### src/rtl/mfdr_pkg.sv
// Shared types and constants for the monochrome framebuffer with rotating flush.
// Holds the command codes, the item and result structs and the control links
// between controller and datapath. No dependencies.
package mfdr_pkg;

	typedef enum logic [2:0] {
		CMD_FILL  = 3'd0,
		CMD_PIXEL = 3'd1,
		CMD_HLINE = 3'd2,
		CMD_VLINE = 3'd3,
		CMD_RECT  = 3'd4,
		CMD_FRECT = 3'd5,
		CMD_FLUSH = 3'd6,
		CMD_NOP   = 3'd7
	} draw_cmd_t;

	typedef struct packed {
		logic [2:0]         cmd;
		logic signed [15:0] x_pos;
		logic signed [15:0] y_pos;
		logic signed [15:0] width;
		logic signed [15:0] height;
		logic               colour;
	} in_item_t;

	typedef struct packed {
		logic [63:0] pixel_word;
		logic [5:0]  word_index;
		logic        last;
	} out_item_t;

	// A drawing command breaks into at most three row spans.
	localparam int NUM_OPS = 3;
	localparam int OP_W = 2;
	localparam logic [OP_W-1:0] LAST_OP = OP_W'(NUM_OPS - 1);

	// Row offset of the final byte within one output word.
	localparam logic [2:0] LAST_BYTE = 3'd7;

	typedef struct packed {
		logic            load;
		logic            op_load;
		logic            rd_draw;
		logic            rd_flush;
		logic [OP_W-1:0] op_sel;
	} ctrl_cmd_t;

	typedef struct packed {
		logic [NUM_OPS-1:0] op_en;
		logic               row_last;
		logic               flush_last;
	} ctrl_sts_t;

endpackage

### src/rtl/mono_framebuffer_draw_rotate.sv
// Monochrome portrait framebuffer with drawing commands and a rotating flush.
// Top level: joins the controller and the datapath. Depends on mfdr_pkg,
// mfdr_ctrl and mfdr_datapath.
//
// Usage:
//   Command channel: drive item and raise start; the item is taken at a rising
//   edge where start is high and busy is low. busy stays high until the block
//   can take the next item.
//   Result channel: a flush emits LOGICAL_COLS*LOGICAL_ROWS/64 words (64 at the
//   default size). Each word sits on result for one cycle with strobe high;
//   the receiver cannot hold results off and must take every word as it comes.
//   Drawing commands and the unused code produce no result.
// Sequencing:
//   Drawing commands hold busy through the span arithmetic (ST_SUM, ST_CLIP),
//   a check of each of the three spans, a walk over the clipped rows of each
//   enabled span, one row at a time, and a drain; a fill walks every row.
//   The single read port of the row memory makes the walk go row by row.
//   A flush reads one row per output byte, then drains before busy falls.
// Reset: arst_n clears the control state and the per-row valid bits, so the
//   image reads as all black straight away; no clearing pass is needed.
module mono_framebuffer_draw_rotate #(
	parameter int LOGICAL_COLS = 32,
	parameter int LOGICAL_ROWS = 128
) (
	input  logic                clk,
	input  logic                arst_n,
	input  logic                start,
	output logic                busy,
	input  mfdr_pkg::in_item_t  item,
	output mfdr_pkg::out_item_t result,
	output logic                strobe
);
	import mfdr_pkg::*;

	ctrl_cmd_t ctl;
	ctrl_sts_t sts;

	// Sequence the command: set-up, span walk or flush walk, then drain.
	mfdr_ctrl u_ctrl (
		.clk      (clk),
		.arst_n   (arst_n),
		.start    (start),
		.item_cmd (item.cmd),
		.sts      (sts),
		.ctl      (ctl),
		.busy     (busy)
	);

	// Hold the image and build the rotated words.
	mfdr_datapath #(
		.COLS (LOGICAL_COLS),
		.ROWS (LOGICAL_ROWS)
	) u_datapath (
		.clk    (clk),
		.arst_n (arst_n),
		.item   (item),
		.ctl    (ctl),
		.sts    (sts),
		.result (result),
		.strobe (strobe)
	);

endmodule

### src/rtl/mfdr_ctrl.sv
// Sequencer for the framebuffer: accepts a command, steps the row spans of a
// drawing command or the page and row walk of a flush. Depends on mfdr_pkg.
module mfdr_ctrl (
	input  logic                 clk,
	input  logic                 arst_n,
	input  logic                 start,
	input  logic [2:0]           item_cmd,
	input  mfdr_pkg::ctrl_sts_t  sts,
	output mfdr_pkg::ctrl_cmd_t  ctl,
	output logic                 busy
);
	import mfdr_pkg::*;

	typedef enum logic [6:0] {
		ST_IDLE  = 7'b0000001,
		ST_SUM   = 7'b0000010,
		ST_CLIP  = 7'b0000100,
		ST_LOAD  = 7'b0001000,
		ST_WALK  = 7'b0010000,
		ST_FLUSH = 7'b0100000,
		ST_DRAIN = 7'b1000000
	} ctl_state_t;

	ctl_state_t      state_q, state_d;
	logic [OP_W-1:0] op_sel_q, op_sel_d;

	always_comb begin
		state_d     = state_q;
		op_sel_d    = op_sel_q;
		ctl.load    = 1'b0;
		ctl.op_load = 1'b0;
		ctl.rd_draw = 1'b0;
		ctl.rd_flush = 1'b0;
		ctl.op_sel  = op_sel_q;
		case (state_q)
			ST_IDLE: begin
				if (start) begin
					ctl.load = 1'b1;
					if (item_cmd == CMD_FLUSH) begin
						state_d = ST_FLUSH;
					end else if (item_cmd == CMD_NOP) begin
						state_d = ST_IDLE;
					end else begin
						state_d = ST_SUM;
					end
				end
			end
			ST_SUM: begin
				state_d = ST_CLIP;
			end
			ST_CLIP: begin
				op_sel_d = '0;
				state_d  = ST_LOAD;
			end
			ST_LOAD: begin
				if (sts.op_en[op_sel_q]) begin
					ctl.op_load = 1'b1;
					state_d     = ST_WALK;
				end else if (op_sel_q == LAST_OP) begin
					state_d = ST_DRAIN;
				end else begin
					op_sel_d = op_sel_q + OP_W'(1);
				end
			end
			ST_WALK: begin
				ctl.rd_draw = 1'b1;
				if (sts.row_last) begin
					if (op_sel_q == LAST_OP) begin
						state_d = ST_DRAIN;
					end else begin
						op_sel_d = op_sel_q + OP_W'(1);
						state_d  = ST_LOAD;
					end
				end
			end
			ST_FLUSH: begin
				ctl.rd_flush = 1'b1;
				if (sts.flush_last) begin
					state_d = ST_DRAIN;
				end
			end
			ST_DRAIN: begin
				state_d = ST_IDLE;
			end
			default: begin
				state_d = ST_IDLE;
			end
		endcase
	end

	always_ff @(posedge clk or negedge arst_n) begin
		if (!arst_n) begin
			state_q  <= ST_IDLE;
			op_sel_q <= '0;
		end else begin
			state_q  <= state_d;
			op_sel_q <= op_sel_d;
		end
	end

	assign busy = (state_q != ST_IDLE);

	ap_walk_enabled: assert property (@(posedge clk) disable iff (!arst_n)
		state_q == ST_WALK |-> sts.op_en[op_sel_q])
		else $error("walking a row span that is not enabled");

	ap_drain_pred: assert property (@(posedge clk) disable iff (!arst_n)
		state_q == ST_DRAIN |-> $past(state_q) == ST_WALK || $past(state_q) == ST_FLUSH
			|| $past(state_q) == ST_LOAD)
		else $error("drain entered from an unexpected state");

	ap_rd_excl: assert property (@(posedge clk) disable iff (!arst_n)
		!(ctl.rd_draw && ctl.rd_flush))
		else $error("draw and flush reads issued together");

endmodule

### src/rtl/mfdr_datapath.sv
// Datapath of the framebuffer: item register, span arithmetic and clipping,
// row memory with read-modify-write, and the rotating flush word builder.
// Depends on mfdr_pkg.
module mfdr_datapath #(
	parameter int COLS = 32,
	parameter int ROWS = 128
) (
	input  logic                 clk,
	input  logic                 arst_n,
	input  mfdr_pkg::in_item_t   item,
	input  mfdr_pkg::ctrl_cmd_t  ctl,
	output mfdr_pkg::ctrl_sts_t  sts,
	output mfdr_pkg::out_item_t  result,
	output logic                 strobe
);
	import mfdr_pkg::*;

	localparam int COL_W = $clog2(COLS);
	localparam int ROW_W = $clog2(ROWS);
	localparam int PAGES = COLS / 8;
	localparam int PG_W = (PAGES > 1) ? $clog2(PAGES) : 1;
	localparam int WORDS = (COLS * ROWS) / 64;
	localparam int WC_W = (WORDS > 1) ? $clog2(WORDS) : 1;
	localparam logic signed [17:0] COL_MAX = 18'(COLS - 1);
	localparam logic signed [17:0] ROW_MAX = 18'(ROWS - 1);
	localparam logic [ROW_W-1:0] ROW_LAST = ROW_W'(ROWS - 1);
	localparam logic [PG_W-1:0] PG_LAST = PG_W'(PAGES - 1);
	localparam logic [WC_W-1:0] WK_LAST = WC_W'(WORDS - 1);

	typedef struct packed {
		logic             en;
		logic [ROW_W-1:0] lo;
		logic [ROW_W-1:0] hi;
	} row_rng_t;

	function automatic row_rng_t clip_rows(input logic gate, input logic signed [17:0] a,
		input logic signed [17:0] b);
		row_rng_t r;
		r.en = gate && (a <= ROW_MAX) && (b >= 18'sd0);
		r.lo = (a < 18'sd0) ? '0 : a[ROW_W-1:0];
		r.hi = (b > ROW_MAX) ? ROW_MAX[ROW_W-1:0] : b[ROW_W-1:0];
		return r;
	endfunction

	in_item_t          itm_q;
	logic signed [17:0] x18, y18, w18, h18, xr18, yb18;
	logic signed [17:0] xe_q, ye_q;
	logic              is_fill, is_pixel, is_hline, is_vline, is_rect, is_frect;
	logic              w_pos, h_pos, span_ok, x_ok, xr_ok;
	logic [COL_W-1:0]  ca, cb;
	logic [COLS-1:0]   span_mask, colx_mask, colr_mask, mask0;
	logic signed [17:0] a0, b0;
	logic              gate0;

	row_rng_t          op_q [NUM_OPS];
	logic [COLS-1:0]   op_mask_q [NUM_OPS];

	logic [COLS-1:0]   frame_q [ROWS];
	logic [ROWS-1:0]   valid_q;
	logic [ROW_W-1:0]  row_q;
	logic [PG_W-1:0]   page_q;
	logic [WC_W-1:0]   wk_q;
	logic [WC_W+5:0]   wk_ext;

	logic              drw_s1, fls_s1, vld_s1;
	logic [COLS-1:0]   rd_data_s1, mask_s1, base_s1, wr_data;
	logic [ROW_W-1:0]  row_s1;
	logic [PG_W-1:0]   page_s1;
	logic [7:0]        page_byte, byte_rev;
	logic [63:0]       acc_q;
	logic              emit;
	out_item_t         result_q;
	logic              strobe_q;

	// Hold the accepted item for the whole command.
	always_ff @(posedge clk) begin
		if (ctl.load) begin
			itm_q <= item;
		end
	end

	assign x18  = $signed({{2{itm_q.x_pos[15]}}, itm_q.x_pos});
	assign y18  = $signed({{2{itm_q.y_pos[15]}}, itm_q.y_pos});
	assign w18  = $signed({{2{itm_q.width[15]}}, itm_q.width});
	assign h18  = $signed({{2{itm_q.height[15]}}, itm_q.height});

	// Far edges as exact integers; the outline edges take their 16-bit wrap.
	always_ff @(posedge clk) begin
		xe_q <= x18 + w18 - 18'sd1;
		ye_q <= y18 + h18 - 18'sd1;
	end

	assign xr18 = $signed({{2{xe_q[15]}}, xe_q[15:0]});
	assign yb18 = $signed({{2{ye_q[15]}}, ye_q[15:0]});

	assign is_fill  = (itm_q.cmd == CMD_FILL);
	assign is_pixel = (itm_q.cmd == CMD_PIXEL);
	assign is_hline = (itm_q.cmd == CMD_HLINE);
	assign is_vline = (itm_q.cmd == CMD_VLINE);
	assign is_rect  = (itm_q.cmd == CMD_RECT);
	assign is_frect = (itm_q.cmd == CMD_FRECT);
	assign w_pos = !itm_q.width[15] && (itm_q.width != 16'sd0);
	assign h_pos = !itm_q.height[15] && (itm_q.height != 16'sd0);

	// Column masks, clipped to the image.
	assign span_ok = (x18 <= COL_MAX) && (xe_q >= 18'sd0);
	assign ca = (x18 < 18'sd0) ? '0 : x18[COL_W-1:0];
	assign cb = (xe_q > COL_MAX) ? COL_MAX[COL_W-1:0] : xe_q[COL_W-1:0];
	assign x_ok  = (x18 >= 18'sd0) && (x18 <= COL_MAX);
	assign xr_ok = (xr18 >= 18'sd0) && (xr18 <= COL_MAX);

	always_comb begin
		for (int i = 0; i < COLS; i++) begin
			span_mask[i] = span_ok && (COL_W'(i) >= ca) && (COL_W'(i) <= cb);
			colx_mask[i] = x_ok && (x18[COL_W-1:0] == COL_W'(i));
			colr_mask[i] = xr_ok && (xr18[COL_W-1:0] == COL_W'(i));
		end
	end

	assign gate0 = is_fill || is_pixel || (is_hline && w_pos) || (is_vline && h_pos)
		|| (is_rect && w_pos) || (is_frect && w_pos && h_pos);
	assign a0 = is_fill ? 18'sd0 : y18;
	assign b0 = is_fill ? ROW_MAX : ((is_vline || is_frect) ? ye_q : y18);
	assign mask0 = is_fill ? '1 : ((is_pixel || is_vline) ? colx_mask : span_mask);

	// Span 0: the command's main span. Spans 1 and 2: outline bottom edge and sides.
	always_ff @(posedge clk) begin
		op_q[0]      <= clip_rows(gate0, a0, b0);
		op_mask_q[0] <= mask0;
		op_q[1]      <= clip_rows(is_rect && w_pos, yb18, yb18);
		op_mask_q[1] <= span_mask;
		op_q[2]      <= clip_rows(is_rect && h_pos, y18, ye_q);
		op_mask_q[2] <= colx_mask | colr_mask;
	end

	always_comb begin
		for (int k = 0; k < NUM_OPS; k++) begin
			sts.op_en[k] = op_q[k].en;
		end
		sts.row_last   = (row_q == op_q[ctl.op_sel].hi);
		sts.flush_last = (row_q == ROW_LAST) && (page_q == PG_LAST);
	end

	// Row, page and word counters.
	always_ff @(posedge clk or negedge arst_n) begin
		if (!arst_n) begin
			row_q  <= '0;
			page_q <= '0;
			wk_q   <= '0;
		end else begin
			if (ctl.load) begin
				row_q  <= '0;
				page_q <= '0;
				wk_q   <= '0;
			end else if (ctl.op_load) begin
				row_q <= op_q[ctl.op_sel].lo;
			end else if (ctl.rd_draw) begin
				row_q <= row_q + ROW_W'(1);
			end else if (ctl.rd_flush) begin
				if (row_q == ROW_LAST) begin
					row_q  <= '0;
					page_q <= page_q + PG_W'(1);
				end else begin
					row_q <= row_q + ROW_W'(1);
				end
			end
			if (emit) begin
				wk_q <= wk_q + WC_W'(1);
			end
		end
	end

	always_ff @(posedge clk or negedge arst_n) begin
		if (!arst_n) begin
			drw_s1  <= 1'b0;
			fls_s1  <= 1'b0;
			valid_q <= '0;
		end else begin
			drw_s1 <= ctl.rd_draw;
			fls_s1 <= ctl.rd_flush;
			if (drw_s1) begin
				valid_q[row_s1] <= 1'b1;
			end
		end
	end

	// Row memory: one registered read, one write a cycle.
	always_ff @(posedge clk) begin
		if (ctl.rd_draw || ctl.rd_flush) begin
			rd_data_s1 <= frame_q[row_q];
			vld_s1     <= valid_q[row_q];
			row_s1     <= row_q;
			page_s1    <= page_q;
			mask_s1    <= op_mask_q[ctl.op_sel];
		end
		if (drw_s1) begin
			frame_q[row_s1] <= wr_data;
		end
	end

	assign base_s1 = vld_s1 ? rd_data_s1 : '0;
	assign wr_data = itm_q.colour ? (base_s1 | mask_s1) : (base_s1 & ~mask_s1);

	// Pick the page's eight columns, leftmost column into bit 7.
	always_comb begin
		page_byte = '0;
		for (int p = 0; p < PAGES; p++) begin
			if (page_s1 == PG_W'(p)) begin
				page_byte = base_s1[COLS-1-8*p -: 8];
			end
		end
		for (int b = 0; b < 8; b++) begin
			byte_rev[b] = page_byte[7-b];
		end
	end

	assign emit   = fls_s1 && (row_s1[2:0] == LAST_BYTE);
	assign wk_ext = {6'd0, wk_q};

	always_ff @(posedge clk) begin
		if (fls_s1) begin
			acc_q <= {byte_rev, acc_q[63:8]};
		end
		if (emit) begin
			result_q.pixel_word <= {byte_rev, acc_q[63:8]};
			result_q.word_index <= wk_ext[5:0];
			result_q.last       <= (wk_q == WK_LAST);
		end
	end

	always_ff @(posedge clk or negedge arst_n) begin
		if (!arst_n) begin
			strobe_q <= 1'b0;
		end else begin
			strobe_q <= emit;
		end
	end

	assign result = result_q;
	assign strobe = strobe_q;

	ap_no_mix: assert property (@(posedge clk) disable iff (!arst_n)
		!(drw_s1 && fls_s1))
		else $error("memory write and flush read in flight together");

	ap_strobe_src: assert property (@(posedge clk) disable iff (!arst_n)
		strobe_q |-> $past(fls_s1))
		else $error("result strobe without a flush read behind it");

	ap_last_quiet: assert property (@(posedge clk) disable iff (!arst_n)
		strobe_q && result_q.last |-> !fls_s1)
		else $error("flush reads continue past the final word");

endmodule
### config.mk
export PLATFORM = sky130hd
export DESIGN_NAME = mono_framebuffer_draw_rotate
export DESIGN_NICKNAME = d
export VERILOG_FILES = /design/src/rtl/mfdr_pkg.sv /design/src/rtl/mono_framebuffer_draw_rotate.sv /design/src/rtl/mfdr_ctrl.sv /design/src/rtl/mfdr_datapath.sv
export SDC_FILE = /design/constraint.sdc
export NUM_CORES = 2
export LEC_CHECK = 0
export ABC_AREA = 0
export BUFFER_PORTS_ARGS = -buffer_cell sky130_fd_sc_hd__clkbuf_2
export CAP_MARGIN = 40
export CORE_MARGIN = 8
export CORE_UTILIZATION = 55
export DETAILED_ROUTE_END_ITERATION = 8
export GPL_ROUTABILITY_DRIVEN = 1
export PLACE_DENSITY = 0.73
export SETUP_SLACK_MARGIN = 0.02
export SLEW_MARGIN = 20
export SYNTH_ARGS = -nofsm -noshare
export SYNTH_HDL_FRONTEND = slang
export SYNTH_MEMORY_MAX_BITS = 65536
export SYNTH_SLANG_ARGS = --single-unit
### constraint.sdc
create_clock -name clk -period 20.1 [get_ports clk]
set_input_delay 1.005 -clock clk [delete_from_list [all_inputs] [get_ports clk]]
set_output_delay 1.005 -clock clk [all_outputs]
set_load 0.1 [all_outputs]
### After elaboration in Yosys (flattened, before gate mapping)

Memory sizes are Yosys's and may differ from the RTL's. A register that Yosys moved wholly into a read port is not among the register bits.
Cells that the tools add are included.

| storage, ports and cells | value |
|---|---|
| bits in registers | 404 |
| memory bits (writable) | 4237 |
| input port bits | 71 |
| output and inout bits | 73 |
| word-level logic and storage cells | 449 |
| memories kept | 3 |

| operators by class | value |
|---|---|
| add/sub/neg operators | 8 |
| $lt $le $gt $ge | 87 |
| equal/unequal tests | 92 |
| muxes and demuxes | 58 |
| bitwise operators | 5 |
| reduce and logical (&&, ||, !) cells | 172 |

Memory list:

| memory | depth | bits a word | read ports | clocked after Yosys merged registers in | wr ports | line | source |
|---|---|---|---|---|---|---|---|
| u_datapath.frame_q | 128 | 32 | 1 | 1 | 1 | mfdr_datapath.sv:58 | `logic [COLS-1:0] frame_q [ROWS];` |
| u_datapath.op_mask_q | 3 | 32 | 1 | 1 | 3 | mfdr_datapath.sv:56 | `logic [COLS-1:0] op_mask_q [NUM_OPS];` |
| u_datapath.op_q | 3 | 15 | 4 | 0 | 3 | mfdr_datapath.sv:55 | `row_rng_t op_q [NUM_OPS];` |

Operator list:

| kind | count |
|---|---|
| == test 5 bit (second input constant) | 32 |
| logical AND 1 bit | 148 |
| two-way mux 32 bit | 4 |
| OR 128 bit | 1 |
| two-way mux 7 bit | 17 |
| == test 5 x 4 -> 1 bit (second input constant) | 16 |
| >= comparator 5 bit (first input constant) | 16 |
| <= comparator 5 bit (first input constant) | 16 |
| OR 32 bit | 2 |
| >= comparator 18 x 1 -> 1 bit (second input constant) | 3 |
| two-way mux 18 bit | 3 |
| >= comparator 16 x 1 -> 1 bit (second input constant) | 3 |
| less-than comparator 16 x 1 -> 1 bit (second input constant) | 3 |
| one-hot mux 7 bit (6 select lines) | 1 |
| == test 5 x 3 -> 1 bit (second input constant) | 8 |
| >= comparator 4 x 5 -> 1 bit (first input constant) | 8 |
| <= comparator 4 x 5 -> 1 bit (first input constant) | 8 |
| greater-than comparator 18 x 8 -> 1 bit (second input constant) | 2 |
| subtractor 18 x 2 -> 18 bit (second input constant) | 2 |
| adder 16 x 16 -> 17 bit | 2 |
| AND 32 bit | 1 |
| <= comparator 16 x 6 -> 1 bit (second input constant) | 2 |
| <= comparator 16 x 8 -> 1 bit (second input constant) | 2 |
| two-way mux 8 bit | 4 |
| other kinds (56) | 118 |

### Depth between registers and ports, before layout

| depth | value |
|---|---|
| depth in word-level cells | 9 |
| depth in mapped cells | 11 |

### Cells and area by module

Synthesis repeated with hierarchy kept, for this count alone.

| second synthesis, totals | value |
|---|---|
| cells, all modules | 8845 |
| area total of the unflattened synthesis | 181813.1 sq um |

Modules (own cells, without submodules):

| module | instances | cells an instance | area each (sq um) |
|---|---|---|---|
| mfdr_datapath | 1 | 8777 | 181190.0 |
| mfdr_ctrl | 1 | 68 | 623.1 |

### Worst setup path before layout

OpenSTA, ideal clock, no wires.

| timing path | value |
|---|---|
| path type | flip-flop to flip-flop |
| start point | register u_datapath.vld_s1 |
| end point | memory u_datapath.frame_q[0][6] (data pin) |
| library setup time | 1.196 ns |
| data arrival time | 5.697 ns |
| path slack | 13.207 ns |
| cell stages (with the launch flop) | 4 |
| buffers on the path | 1 |
| period minus slack after synthesis | 6.893 ns |
| cell sequence | edfxtp_1 clkbuf_1 nand2_1 o21ai_0 |

| on the way | value |
|---|---|
| longest elaborated chain between the ends | 3 |
| elaborated cells between the ends (all ways) | 4 |
| those cells by class | 2 x mux; 2 x bitwise |

RTL lines:

| element | line | source |
|---|---|---|
| start: declaration | mfdr_datapath.sv:65 | `logic drw_s1, fls_s1, vld_s1;` |
| start signal: assignment | mfdr_datapath.sv:191 | `vld_s1 <= valid_q[row_q];` |
| two-way mux 32 bit * | mfdr_datapath.sv:201 | `assign base_s1 = vld_s1 ? rd_data_s1 : '0;` |
| AND 32 bit / OR 32 bit (equally long branches) | mfdr_datapath.sv:202 | `assign wr_data = itm_q.colour ? (base_s1 \| mask_s1) : (base_s1 & ~mask_s1);` |
| two-way mux 32 bit * | mfdr_datapath.sv:202 |  |
| net u_datapath.wr_data[6] | mfdr_datapath.sv:66 | `logic [COLS-1:0] rd_data_s1, mask_s1, base_s1, wr_data;` |
| end: declaration | mfdr_datapath.sv:58 |  |

Mark *: on every way through the listed nets, which the timed path passes. The rest lies on a longest branch.

==> impl_results.md <==
- Status: finished, final reports clean
- Post-CTS Setup Inserts: 0
- Main flop type after synthesis: edfxtp_1
- Post-Route WL: roughly 480 mm
- Net Count, Synth: roughly 8000
- Pre-Repair DR Iteration Count: 8
- Commonest non-fill, non-tap cell in the layout: edfxtp_1
- Die area: 345000 um2
- I/O Pins: 144
- Setup_tns: 0 ps
- Antenna violations before repair: 43
- Clk_skew: 73.9 ps
- Placeable Area: 325000 um2
- Post-Place Cells: 12200
- Final #Nets: 8500
- Max-Cap Viols: 0
- YS warnings: 0
- Global-route wire length before repair: between 600 and 700 mm
- WP data arrival: ~7000 ps
- Pin count of the biggest net entering global routing: 135
- Layout Cells excl Fill: 13100
- Remaining DRCs: 0
- RSZ-0062 raised after global routing: false
- Layout fillers: 20400
- Grt met3 use: 0.0666
- Initial Utilization: 0.553
- 1st-iter DRT viols: 13200
- Share of cells above drive strength 1: 0.327
- Setup CP Type: flip-flop to flip-flop
- Worst setup EP type: flip-flop
- Max Clock Freq: between 0.15 and 0.2 GHz
- Later-pin clock latency in the skew report: approximately 990 ps
- CTS Root Cell: clkbuf_16
- Die width: 587 um
- Num CTS Buffers: 444
- Synth Cell Area: around 180000 um2
- Worst Tran Pin Value: 1130 ps
- Period utilization: 0.310
- Slew HR: 0.244
- Synth Instances: 7842
- Grt met1 use: 0.362
- Via count of the first global-routing pass: 89600
- Clock buffer depth: 4
- Async SR Flop Fraction: 0.0330
- Final Wtd Congestion: 0.862
- CTS tree: built
- Number of synthesized flops with an enable pin: roughly 4400
- CP startpoint kind: flip-flop
- Crit-path max FO: 134
- Core Util, Final: 0.630
- Worst-path clk slew: 60 ps
- GRT Max-Usage Layer: met2
- Most frequent cells in the layout: 4365 x edfxtp_1, 1394 x mux4_2, 448 x clkbuf_16, 240 x nand2_1, 233 x buf_4
- Post-DP HPWL: 251 mm
- Via count: 89200
- H-tree depth: 5
- Min-delay worst type: input pin to flip-flop
- Clk sinks: between 4000 and 5000
- CP required: 20820 ps
- Max-slew violations: 0
- Via/cell ratio: ~6.8
- GRT overflow: 0
- Post-route ant nets: 0
- Die span in y: 587 um
- Peak supply drop: between 90 and 100 uV
- Yosys cell types: between 60 and 70
- Leakage: 64.7 nW
- Met2 Use GR: 0.433
- P&R area growth vs syn: 13.9%
- Final Hold Vio Count: 0
- # rows: 209
- Port-buffer cells: between 100 and 150
- Min Tclk post-route: ~6200 ps
- Pwr Density: 128 nW/um2
- Gr usage total: 0.274
- Mean Syn Cell Area: 22.9 um2
- #FFs+latches synth: 4697
- Sequential-to-total area share from yosys stat: 0.771
- Final setup vio count: 0
- Post-DR wirelength/cell: 36.7 um
## metal layers
metal | vias up | part of all wire
met5 | - | 0.00017
met4 | 12 | 0.060
met3 | 1130 | 0.12
met2 | 6824 | 0.47
met1 | 47000 | 0.35
li1 | 34300 | -
## flip-flops by register name (all words and copies together), names as in the netlist, 32 cells and up
register,cells
u_datapath.acc_q,56
u_datapath.op_q,45
u_datapath.frame_q,4096
u_datapath.mask_s1,32
u_datapath.rd_data_s1,32
u_datapath.result,71
u_datapath.valid_q,128
u_datapath.itm_q,52
u_datapath.op_mask_q,96
## kinds of logic (layout without fill, tap and decap cells)
family,after synthesis,after routing,synth area share
compound gates,328,328,0.0112
xor+xnor,60,60,0.00293
fa+ha+maj,40,40,0.00287
buf+inv,414,1345,0.00923
flops,4697,4697,0.771
mux,1488,1488,0.180
other cells,0,48,0
simple gates,815,815,0.0219
## stage by stage
stage / power (mW) / hold slack (ps) / worst slack (ps) / cell area [um2]
4_1_cts: 26.2 / 123 / 13750 / 203000
6_report: 26.3 / 198 / 13860 / 204000
2_1_floorplan: 15.9 / 400 / 13210 / 180000
5_1_grt: 27.0 / 158 / 13770 / 204000
3_5_place_dp: 17.9 / 408 / 13880 / 189000
3_3_place_gp: 17.7 / 406 / 13360 / 187000
## critical path, cell delays in order, from the launching register on
cell and delay (ps):
dfrtp_4 800, buf_12 580, buf_4 570, buf_12 300, buf_4 420, buf_16 300, buf_4 470, buf_12 310
mux4_2 340, mux4_2 580, mux4_2 640, mux2_2 310
## cell type report
class	instances	area [um2]	share of cell area
clock inverters	259	2630	0.0129
flip-flops and latches	4697	139000	0.678
diodes	48	120	0.000587
multi-input cells	2731	40700	0.199
inverters	26	100	0.000490
repair buffers	489	5150	0.0252
clock buffers	571	11800	0.0577
well taps	4325	5410	0.0265
## timing repair
| item | CTS | global route |
|---|---|---|
| endpoints found under the hold margin | 35 | 0 |
| hold buffers | 1 | 0 |
| resized for setup | 0 | 0 |
## report_power, final
group	internal [mW]	switching (mW)	total [mW]
registers	11.2	0.193	11.4
clock network	4.69	3.64	8.34
logic	2.95	3.57	6.53
## Yosys cell counts (26+ instances only)
library cell / number / area (um2)
dfrtp_1: 154 / 3850
o211ai_1: 37 / 278
buf_2: 76 / 380
ha_1: 38 / 475
nand2_1: 243 / 912
o21ai_0: 140 / 701
or2_2: 149 / 932
clkbuf_1: 239 / 897
xor2_1: 30 / 263
dfxtp_1: 177 / 3540
nor2_1: 213 / 800
nand3_1: 33 / 165
mux2_2: 35 / 394
inv_1: 26 / 97.6
edfxtp_1: 4365 / 131000
mux4_2: 1394 / 31400
nor2b_1: 34 / 213
mux2i_1: 59 / 591
a21oi_1: 49 / 245
buf_1: 72 / 270
xnor2_1: 30 / 263
## path summary, 6_finish.rpt
check | depth (start not counted) | slack, ps | from | to
max in group asynchronous | 4 | 18450 | arst_n | u_datapath.valid_q[95]$_DFFE_PN0P_
setup reg to reg | 11 | 13860 | u_datapath.row_q[1]$_DFFE_PN0P_ | u_datapath.rd_data_s1[22]$_DFFE_PP_
min in group asynchronous | 2 | 580 | arst_n | u_datapath.valid_q[34]$_DFFE_PN0P_
hold / removal | 1 | 200 | item[63] | u_datapath.itm_q[63]$_DFFE_PP_
setup / recovery | 11 | 13860 | u_datapath.row_q[1]$_DFFE_PN0P_ | u_datapath.rd_data_s1[22]$_DFFE_PP_
hold reg to reg | 0 | 410 | u_datapath.acc_q[9]$_DFFE_PP_ | u_datapath.result[8]$_DFFE_PP_
Power figures use the tool's default switching activity.
